--- src/design/gql_pkg.sv ---
// Shared types and constants for the glyph quad layout block.
package gql_pkg;

	localparam int POS_W = 20;
	localparam int CFG_W = 16;
	localparam int CFG_IDX_W = 3;

	localparam logic [1:0] OP_LOAD = 2'd0;
	localparam logic [1:0] OP_CHAR = 2'd1;
	localparam logic [1:0] OP_END  = 2'd2;

	localparam logic [1:0] KIND_VERTEX = 2'd0;
	localparam logic [1:0] KIND_SIZE   = 2'd1;
	localparam logic [1:0] KIND_ERROR  = 2'd2;

	localparam logic [CFG_IDX_W-1:0] CFG_SPACE_ADV  = 3'd0;
	localparam logic [CFG_IDX_W-1:0] CFG_LINE_ADV   = 3'd1;
	localparam logic [CFG_IDX_W-1:0] CFG_GLYPH_H    = 3'd2;
	localparam logic [CFG_IDX_W-1:0] CFG_GLYPH_GAP  = 3'd3;
	localparam logic [CFG_IDX_W-1:0] CFG_BOTTOM_V   = 3'd4;

	localparam logic [11:0] RST_SPACE_ADV = 12'd48;
	localparam logic [11:0] RST_LINE_ADV  = 12'd256;
	localparam logic [11:0] RST_GLYPH_H   = 12'd256;
	localparam logic [11:0] RST_GLYPH_GAP = 12'd16;
	localparam logic [15:0] RST_BOTTOM_V  = 16'd53248;

	localparam logic [7:0] CH_NEWLINE = 8'd10;
	localparam logic [7:0] CH_SPACE   = 8'd32;
	localparam logic [7:0] CH_FIRST   = 8'd32;
	localparam logic [7:0] CH_LAST    = 8'd127;

	// vertex slot of the final word of an item
	localparam logic [2:0] VTX_LAST = 3'd5;

	typedef enum logic [2:0] {
		CLS_NONE,
		CLS_SPACE,
		CLS_NEWLINE,
		CLS_GLYPH,
		CLS_BAD,
		CLS_END
	} cls_t;

	typedef struct packed {
		logic [15:0] left_u;
		logic [15:0] right_u;
		logic [9:0]  width;
	} glyph_entry_t;

	typedef struct packed {
		logic [11:0] space_advance;
		logic [11:0] line_advance;
		logic [11:0] glyph_height;
		logic [11:0] glyph_gap;
		logic [15:0] bottom_v;
	} cfg_t;

	typedef struct packed {
		logic             valid;
		logic [1:0]       kind;
		logic [POS_W-1:0] pos_x;
		logic [POS_W-1:0] pos_y;
		logic [15:0]      tex_u;
		logic [15:0]      tex_v;
		logic             last;
	} out_word_t;

endpackage

--- src/design/gql_table.sv ---
// Glyph table memory: one write port, one registered read port.
module gql_table #(
	parameter int DEPTH = 96,
	parameter int IW = 7
) (
	input  logic                  clk,
	input  logic                  we,
	input  logic [IW-1:0]         waddr,
	input  gql_pkg::glyph_entry_t wdata,
	input  logic                  re,
	input  logic [IW-1:0]         raddr,
	output gql_pkg::glyph_entry_t rdata
);

	gql_pkg::glyph_entry_t mem [DEPTH];
	gql_pkg::glyph_entry_t rdata_q;

	always_ff @(posedge clk) begin
		if (we) begin
			mem[waddr] <= wdata;
		end
		if (re) begin
			rdata_q <= mem[raddr];
		end
	end

	assign rdata = rdata_q;

endmodule

--- src/design/gql_emit.sv ---
// Pen state, vertex generation and output word sequencer.
module gql_emit #(
	parameter int POSITION_BITS = 20
) (
	input  logic                  clk,
	input  logic                  arst_n,
	input  logic                  item_valid,
	input  gql_pkg::cls_t         item_cls,
	input  gql_pkg::glyph_entry_t entry,
	input  gql_pkg::cfg_t         cfg,
	input  logic                  out_stall,
	output logic                  take,
	output gql_pkg::out_word_t    word
);

	localparam int P = POSITION_BITS;
	localparam int SW = POSITION_BITS + 2;
	localparam int PW = gql_pkg::POS_W;

	function automatic logic signed [P-1:0] sat(input logic signed [SW-1:0] v);
		logic all1;
		logic any1;
		all1 = &v[SW-1:P-1];
		any1 = |v[SW-1:P-1];
		if (all1 || !any1) begin
			return v[P-1:0];
		end else if (v[SW-1]) begin
			return {1'b1, {(P-1){1'b0}}};
		end else begin
			return {1'b0, {(P-1){1'b1}}};
		end
	endfunction

	function automatic logic [PW-1:0] to_port(input logic signed [P-1:0] v);
		return PW'(v);
	endfunction

	logic                busy_q;
	logic [2:0]          cnt_q;
	logic [1:0]          kind_q;
	logic signed [P-1:0] pen_x_q, pen_y_q, wide_q;
	logic signed [P-1:0] xl_q, xr_q, yt_q, yb_q;
	logic [15:0]         ul_q, ur_q, vb_q;

	logic                free;
	logic                emits;
	logic signed [SW-1:0] px_w, py_w, w_w, gap_w, sp_w, la_w, gh_w;
	logic signed [P-1:0] xr_n, yb_n, adv_n, sp_n, nl_y_n, wmax;

	assign free  = !busy_q || (!out_stall && cnt_q == gql_pkg::VTX_LAST);
	assign take  = item_valid && free;
	assign emits = (item_cls == gql_pkg::CLS_GLYPH) || (item_cls == gql_pkg::CLS_BAD) ||
		(item_cls == gql_pkg::CLS_END);

	always_comb begin
		px_w   = SW'(pen_x_q);
		py_w   = SW'(pen_y_q);
		w_w    = SW'($signed({1'b0, entry.width}));
		gap_w  = SW'($signed({1'b0, cfg.glyph_gap}));
		sp_w   = SW'($signed({1'b0, cfg.space_advance}));
		la_w   = SW'($signed({1'b0, cfg.line_advance}));
		gh_w   = SW'($signed({1'b0, cfg.glyph_height}));
		xr_n   = sat(px_w + w_w);
		adv_n  = sat(px_w + w_w + gap_w);
		yb_n   = sat(py_w - gh_w);
		sp_n   = sat(px_w + sp_w);
		nl_y_n = sat(py_w - la_w);
		wmax   = (pen_x_q > wide_q) ? pen_x_q : wide_q;
	end

	always_ff @(posedge clk or negedge arst_n) begin
		if (!arst_n) begin
			busy_q  <= 1'b0;
			cnt_q   <= '0;
			pen_x_q <= '0;
			pen_y_q <= '0;
			wide_q  <= '0;
		end else begin
			if (take && emits) begin
				busy_q <= 1'b1;
			end else if (busy_q && !out_stall && cnt_q == gql_pkg::VTX_LAST) begin
				busy_q <= 1'b0;
			end
			if (busy_q && !out_stall && cnt_q != gql_pkg::VTX_LAST) begin
				cnt_q <= cnt_q + 3'd1;
			end
			if (take) begin
				case (item_cls)
					gql_pkg::CLS_SPACE: begin
						pen_x_q <= sp_n;
					end
					gql_pkg::CLS_NEWLINE: begin
						wide_q  <= wmax;
						pen_x_q <= '0;
						pen_y_q <= nl_y_n;
					end
					gql_pkg::CLS_GLYPH: begin
						cnt_q   <= '0;
						pen_x_q <= adv_n;
					end
					gql_pkg::CLS_BAD: begin
						cnt_q  <= gql_pkg::VTX_LAST;
					end
					gql_pkg::CLS_END: begin
						cnt_q   <= gql_pkg::VTX_LAST;
						pen_x_q <= '0;
						pen_y_q <= '0;
						wide_q  <= '0;
					end
					default: ;
				endcase
			end
		end
	end

	always_ff @(posedge clk) begin
		if (take) begin
			case (item_cls)
				gql_pkg::CLS_GLYPH: begin
					kind_q <= gql_pkg::KIND_VERTEX;
					xl_q   <= pen_x_q;
					xr_q   <= xr_n;
					yt_q   <= pen_y_q;
					yb_q   <= yb_n;
					ul_q   <= entry.left_u;
					ur_q   <= entry.right_u;
					vb_q   <= cfg.bottom_v;
				end
				gql_pkg::CLS_END: begin
					kind_q <= gql_pkg::KIND_SIZE;
					xr_q   <= wmax;
					yb_q   <= nl_y_n;
					ur_q   <= '0;
					vb_q   <= '0;
				end
				default: begin
					kind_q <= gql_pkg::KIND_ERROR;
					xr_q   <= '0;
					yb_q   <= '0;
					ur_q   <= '0;
					vb_q   <= '0;
				end
			endcase
		end
	end

	// vertex order: TL, BR, BL, TL, TR, BR
	always_comb begin
		word.valid = busy_q;
		word.kind  = kind_q;
		word.last  = (cnt_q == gql_pkg::VTX_LAST);
		case (cnt_q)
			3'd0, 3'd3: begin
				word.pos_x = to_port(xl_q);
				word.pos_y = to_port(yt_q);
				word.tex_u = ul_q;
				word.tex_v = '0;
			end
			3'd2: begin
				word.pos_x = to_port(xl_q);
				word.pos_y = to_port(yb_q);
				word.tex_u = ul_q;
				word.tex_v = vb_q;
			end
			3'd4: begin
				word.pos_x = to_port(xr_q);
				word.pos_y = to_port(yt_q);
				word.tex_u = ur_q;
				word.tex_v = '0;
			end
			default: begin
				word.pos_x = to_port(xr_q);
				word.pos_y = to_port(yb_q);
				word.tex_u = ur_q;
				word.tex_v = vb_q;
			end
		endcase
	end

endmodule

--- src/design/glyph_quad_layout.sv ---
// Glyph quad layout top level: input decode, glyph table, config registers.
// An input word is registered with its table read, then loaded into the emitter registers.
// Throughput: a printable character yields six vertex words (one vertex word per cycle
// on the output port while out_stall is low); end and error words yield one word each.
// Reset (arst_n low): pen, widest line and handshake state clear, registers
// return to defaults; the glyph table keeps its contents and is not cleared.
module glyph_quad_layout #(
	parameter int GLYPH_COUNT = 96,
	parameter int POSITION_BITS = 20
) (
	input  logic                              clk,
	input  logic                              arst_n,
	input  logic                              in_valid,
	output logic                              in_stall,
	input  logic [1:0]                        opcode,
	input  logic [7:0]                        char_code,
	input  logic [15:0]                       glyph_left_u,
	input  logic [15:0]                       glyph_right_u,
	input  logic [9:0]                        glyph_width,
	output logic                              out_valid,
	input  logic                              out_stall,
	output logic [1:0]                        kind,
	output logic signed [gql_pkg::POS_W-1:0]  pos_x,
	output logic signed [gql_pkg::POS_W-1:0]  pos_y,
	output logic [15:0]                       tex_u,
	output logic [15:0]                       tex_v,
	output logic                              last,
	input  logic                              cfg_we,
	input  logic [gql_pkg::CFG_IDX_W-1:0]     cfg_index,
	input  logic [gql_pkg::CFG_W-1:0]         cfg_data
);

	localparam int IW = (GLYPH_COUNT > 1) ? $clog2(GLYPH_COUNT) : 1;

	gql_pkg::cfg_t         cfg_q;
	gql_pkg::cls_t         cls_s0, cls_s1;
	gql_pkg::glyph_entry_t wentry, rentry;
	gql_pkg::out_word_t    word;
	logic                  s1_valid_q;
	logic                  accept, take;
	logic [7:0]            offset;
	logic                  in_table;
	logic [IW-1:0]         idx;

	assign accept   = in_valid && !in_stall;
	assign in_stall = s1_valid_q && !take;

	assign offset   = char_code - gql_pkg::CH_FIRST;
	assign in_table = (char_code >= gql_pkg::CH_FIRST) &&
		({1'b0, offset} < 9'(GLYPH_COUNT));
	assign idx      = offset[IW-1:0];
	assign wentry   = '{left_u: glyph_left_u, right_u: glyph_right_u, width: glyph_width};

	always_comb begin
		cls_s0 = gql_pkg::CLS_NONE;
		if (opcode == gql_pkg::OP_CHAR) begin
			if (char_code == gql_pkg::CH_SPACE) begin
				cls_s0 = gql_pkg::CLS_SPACE;
			end else if (char_code == gql_pkg::CH_NEWLINE) begin
				cls_s0 = gql_pkg::CLS_NEWLINE;
			end else if (in_table && char_code <= gql_pkg::CH_LAST) begin
				cls_s0 = gql_pkg::CLS_GLYPH;
			end else begin
				cls_s0 = gql_pkg::CLS_BAD;
			end
		end else if (opcode == gql_pkg::OP_END) begin
			cls_s0 = gql_pkg::CLS_END;
		end
	end

	gql_table #(
		.DEPTH(GLYPH_COUNT),
		.IW(IW)
	) u_table (
		.clk(clk),
		.we(accept && opcode == gql_pkg::OP_LOAD && in_table),
		.waddr(idx),
		.wdata(wentry),
		.re(accept && cls_s0 == gql_pkg::CLS_GLYPH),
		.raddr(idx),
		.rdata(rentry)
	);

	always_ff @(posedge clk or negedge arst_n) begin
		if (!arst_n) begin
			s1_valid_q <= 1'b0;
		end else if (accept) begin
			s1_valid_q <= 1'b1;
		end else if (take) begin
			s1_valid_q <= 1'b0;
		end
	end

	always_ff @(posedge clk) begin
		if (accept) begin
			cls_s1 <= cls_s0;
		end
	end

	always_ff @(posedge clk or negedge arst_n) begin
		if (!arst_n) begin
			cfg_q.space_advance <= gql_pkg::RST_SPACE_ADV;
			cfg_q.line_advance  <= gql_pkg::RST_LINE_ADV;
			cfg_q.glyph_height  <= gql_pkg::RST_GLYPH_H;
			cfg_q.glyph_gap     <= gql_pkg::RST_GLYPH_GAP;
			cfg_q.bottom_v      <= gql_pkg::RST_BOTTOM_V;
		end else if (cfg_we) begin
			unique case (cfg_index)
				gql_pkg::CFG_SPACE_ADV: cfg_q.space_advance <= cfg_data[11:0];
				gql_pkg::CFG_LINE_ADV:  cfg_q.line_advance  <= cfg_data[11:0];
				gql_pkg::CFG_GLYPH_H:   cfg_q.glyph_height  <= cfg_data[11:0];
				gql_pkg::CFG_GLYPH_GAP: cfg_q.glyph_gap     <= cfg_data[11:0];
				gql_pkg::CFG_BOTTOM_V:  cfg_q.bottom_v      <= cfg_data;
				default: ;
			endcase
		end
	end

	gql_emit #(
		.POSITION_BITS(POSITION_BITS)
	) u_emit (
		.clk(clk),
		.arst_n(arst_n),
		.item_valid(s1_valid_q),
		.item_cls(cls_s1),
		.entry(rentry),
		.cfg(cfg_q),
		.out_stall(out_stall),
		.take(take),
		.word(word)
	);

	assign out_valid = word.valid;
	assign kind      = word.kind;
	assign pos_x     = word.pos_x;
	assign pos_y     = word.pos_y;
	assign tex_u     = word.tex_u;
	assign tex_v     = word.tex_v;
	assign last      = word.last;

endmodule

--- config.mk ---
export PLATFORM = sky130hd
export DESIGN_NAME = glyph_quad_layout
export DESIGN_NICKNAME = d
export VERILOG_FILES = /design/src/design/gql_pkg.sv /design/src/design/gql_table.sv /design/src/design/gql_emit.sv /design/src/design/glyph_quad_layout.sv
export SDC_FILE = /design/constraint.sdc
export NUM_CORES = 2
export LEC_CHECK = 0
export CAP_MARGIN = 20
export CORE_ASPECT_RATIO = 1.75
export CORE_MARGIN = 2
export CORE_UTILIZATION = 60
export DETAILED_ROUTE_END_ITERATION = 6
export DONT_BUFFER_PORTS = 1
export PLACE_DENSITY = 0.76
export SYNTH_ARGS = -nofsm -noshare
export SYNTH_HDL_FRONTEND = slang
export SYNTH_SLANG_ARGS = --single-unit
--- constraint.sdc ---
create_clock -name clk -period 7.4 [get_ports clk]
set_input_delay 1.48 -clock clk [delete_from_list [all_inputs] [get_ports clk]]
set_output_delay 1.48 -clock clk [all_outputs]
set_load 0.05 [all_outputs]
==> impl_results.md <==
- Min Tclk post-route: 5.25 ns
- Synth warn: 0
- Clock sinks: 4336
- Reg clk slew, reported paths: 0.07 ns
- Vias per cell: 7.24
- IO Pins: 153
- Max-cap viol count: 0
- Worst slew pin tran: 1.76 ns
- Vias in the first global route: 90100
- DRT iter0 DRCs: 14700
- Syn Nets: 8677
- Initial antenna violation count: 40
- P&R area growth vs syn: 10.3%
- Failing checks: DRC, slew limit
- Reg area: 130000 um2
- WP data required: 8.15 ns
- Worst clock skew: 0.0576 ns
- Post-CTS Resized: 0
- Top cell type's share of synthesized area: 75.9%
- Largest net degree at the start of global routing: 514
- P_leak: 57.6 nW
- Crit-path max FO: 18
- # DRC: 3
- Fill cells: 16900
- Area of the die: 282000 um2
- Synthesized cell area: 166000 um2
- Setup-failing EPs final: 0
- # nets final: 8820
- Hold_buf cts: 0
- Dominant synthesized flop cell: edfxtp_1
- Relative slew slack: -17.1%
- Final non-filler cell total: 12600
- Area of the multi-input gates: 35400 um2
- RSZ-0062 raised after global routing: false
- H-tree Lvls: 5
- Rows: 255
- Crit path top cell by count: ha_1
- Reg2reg setup slack: 2.15 ns
- Crit path kind: register to register
- Port bufs: 0
- Starting Density: 60.4%
- Peak Freq: 191 MHz
- TNS Setup: 0 ns
- Final core utilization: 66.6%
- Share of layout cells above drive strength 1: 18.2%
- CTS tree: built
- CP Cell Sequence: ha_1, nand3_1, nor2_1, a211oi_1, xnor2_1, ha_1, nand2_1, a2bb2oi_1, and2_1, a21o_1, nor4_2, nand2b_4, o21ai_2, o211ai_4, o211ai_1
- Root buf cell: clkbuf_16
- Vias: 91000
- CP max stage delay: 0.84 ns
- TritonRoute pass-1 iters: 7
- Buf/Inv on CP: 0
- Synth Instances: 8506
- Ys async rst share: 2.98%
- Most frequent cell after synthesis: edfxtp_1
- Post-synth EDFFs: 4207
- Cell Pwr Density: 294 nW/um2
- CP delay by family, top: compound AO/OA/AOI/OAI gates
- Core area: 276000 um2
- HPWL after DPL: 283 mm
- Routed Antenna Nets: 0
- Sequential area share after synthesis: 77.9%
- RePlAce Congestion: 0.968
- Fin. max-slew vios: 238
- Total track usage: 34.2%
- Maximum VDD drop: 0.000339 V
- Clock latency at the later pin of the worst-skew pair: 0.95 ns
- GR Overflow Total: 0
- Synth Area per Inst: 19.6 um2
- Cts bufs inserted: 358
- Die Ht: 701 um
- WL final: 483 mm
- Die Span X: 402 um
- Crit. End Element: register
- Status: finished, violations left
- Placed insts: 11900
- Setup repair bufs after CTS: 0
- CP Launch Type: register
- Final number of hold-violating endpoints: 0
- Dominant cells by area after synthesis: edfxtp_1 76%, mux4_2 8.5%, a22oi_1 3.2%
- Distinct cell type count after synthesis: 90
- Critical path arrival: 5.99 ns
- Finished layout cell area: 184000 um2
- Slowest CP cell: a211oi_1
- Synth area leader: edfxtp_1
- Clk buf depth: 4
- Placed inst area: 172000 um2
- HP Class: input pin to async pin
- Synth Register Bits: 4336
- Global-route wire length before repair: 677 mm
- Avg WL per Cell: 38.5 um
- Final Cycle Share: 70.9%
- Most frequent cells after synthesis: 4207 x edfxtp_1, 714 x a22oi_1, 630 x mux4_2
-- where the power goes --
part,total (mW),internal [mW],switching [mW]
combinational,7.32,2.27,5.06
clock,18.9,10.2,8.65
sequential,27.7,27.3,0.384
-- cells in the final DEF, fill, tap and decap left out, drive strengths merged, types with 12 or more instances in the layout --
master	instances
o22ai	32
and3	38
a22o	232
nand4	193
ha	90
a21oi	149
a22oi	714
clkbuf	440
edfxtp	4207
a31oi	12
buf	277
and2	25
dfrtp	121
diode	31
mux2i	106
nor2	287
o211ai	20
a221oi	157
mux2	44
clkinv	155
o21ai	275
xnor2	42
nor2b	23
inv	89
bufinv	32
xor2	19
nand2b	22
clkinvlp	15
nand2	201
mux4	630
o21a	22
a21o	20
nor3	26
nand3	94
-- registers in the layout, summed over array words and instances, names as in the netlist --
| register | count |
|---|---|
| cfg_q | 64 |
| cls_s1 | 3 |
| s1_valid_q | 1 |
| u_emit.busy_q | 1 |
| u_emit.cnt_q | 3 |
| u_emit.kind_q | 2 |
| u_emit.pen_x_q | 20 |
| u_emit.pen_y_q | 20 |
| u_emit.ul_q | 16 |
| u_emit.ur_q | 16 |
| u_emit.vb_q | 16 |
| u_emit.wide_q | 20 |
| u_emit.xl_q | 20 |
| u_emit.xr_q | 20 |
| u_emit.yb_q | 20 |
| u_emit.yt_q | 20 |
| u_table.mem | 4032 |
| u_table.rdata | 42 |
-- layer usage --
metal	vias up	part of all wire, %	global-route usage, %
li1	35800	-	-
met1	46700	31	39.9
met2	7007	49	55.5
met3	1522	10	7.14
met4	16	9.4	26.8
met5	-	0.024	0
-- path summary, 6_finish.rpt --
check / from / to / cells after the start
max: u_table.rdata[8] / u_emit.pen_x_q[14] / 15
min: arst_n / u_emit.pen_y_q[18] / 0
min reg2reg: u_table.rdata[35] / u_emit.ul_q[9] / 0
min in group clk: u_table.rdata[35] / u_emit.ul_q[9] / 0
max reg2reg: u_table.rdata[8] / u_emit.pen_x_q[14] / 15
max in group asynchronous: arst_n / u_emit.wide_q[18] / 0
-- cells by family after synthesis --
logic type	count (synthesis)	share of synthesized area, %
buffers and inverters	583	1.38
DFF	4336	77.9
muxes	780	9.46
xor gates and xnor gates	61	0.326
AOI/OAI and AO/OA	1700	7.44
and+or+nand+nor	951	2.80
adders and majority gates	95	0.737
-- per-stage QoR --
stage               setup WS [ns]  total power, mW  hold WS (ns)
floorplan                    1.25             33.0         0.400
global placement             1.58             35.2         0.404
detailed placement           1.73             35.2         0.409
CTS                          2.28             53.7         0.175
global route                 1.98             55.0         0.204
finish                       2.15             53.9         0.223
-- layout make-up --
type	instances	share of cell area, %
inverter	83	0.173
tap	3598	2.45
multi-input combinational	3587	19.3
timing repair buffer	283	1.32
clock buffer	434	5.13
antenna	31	0.0422
sequential	4336	70.6
clock inverter	208	1.05
Note: power is estimated with default switching activity, not from simulation.
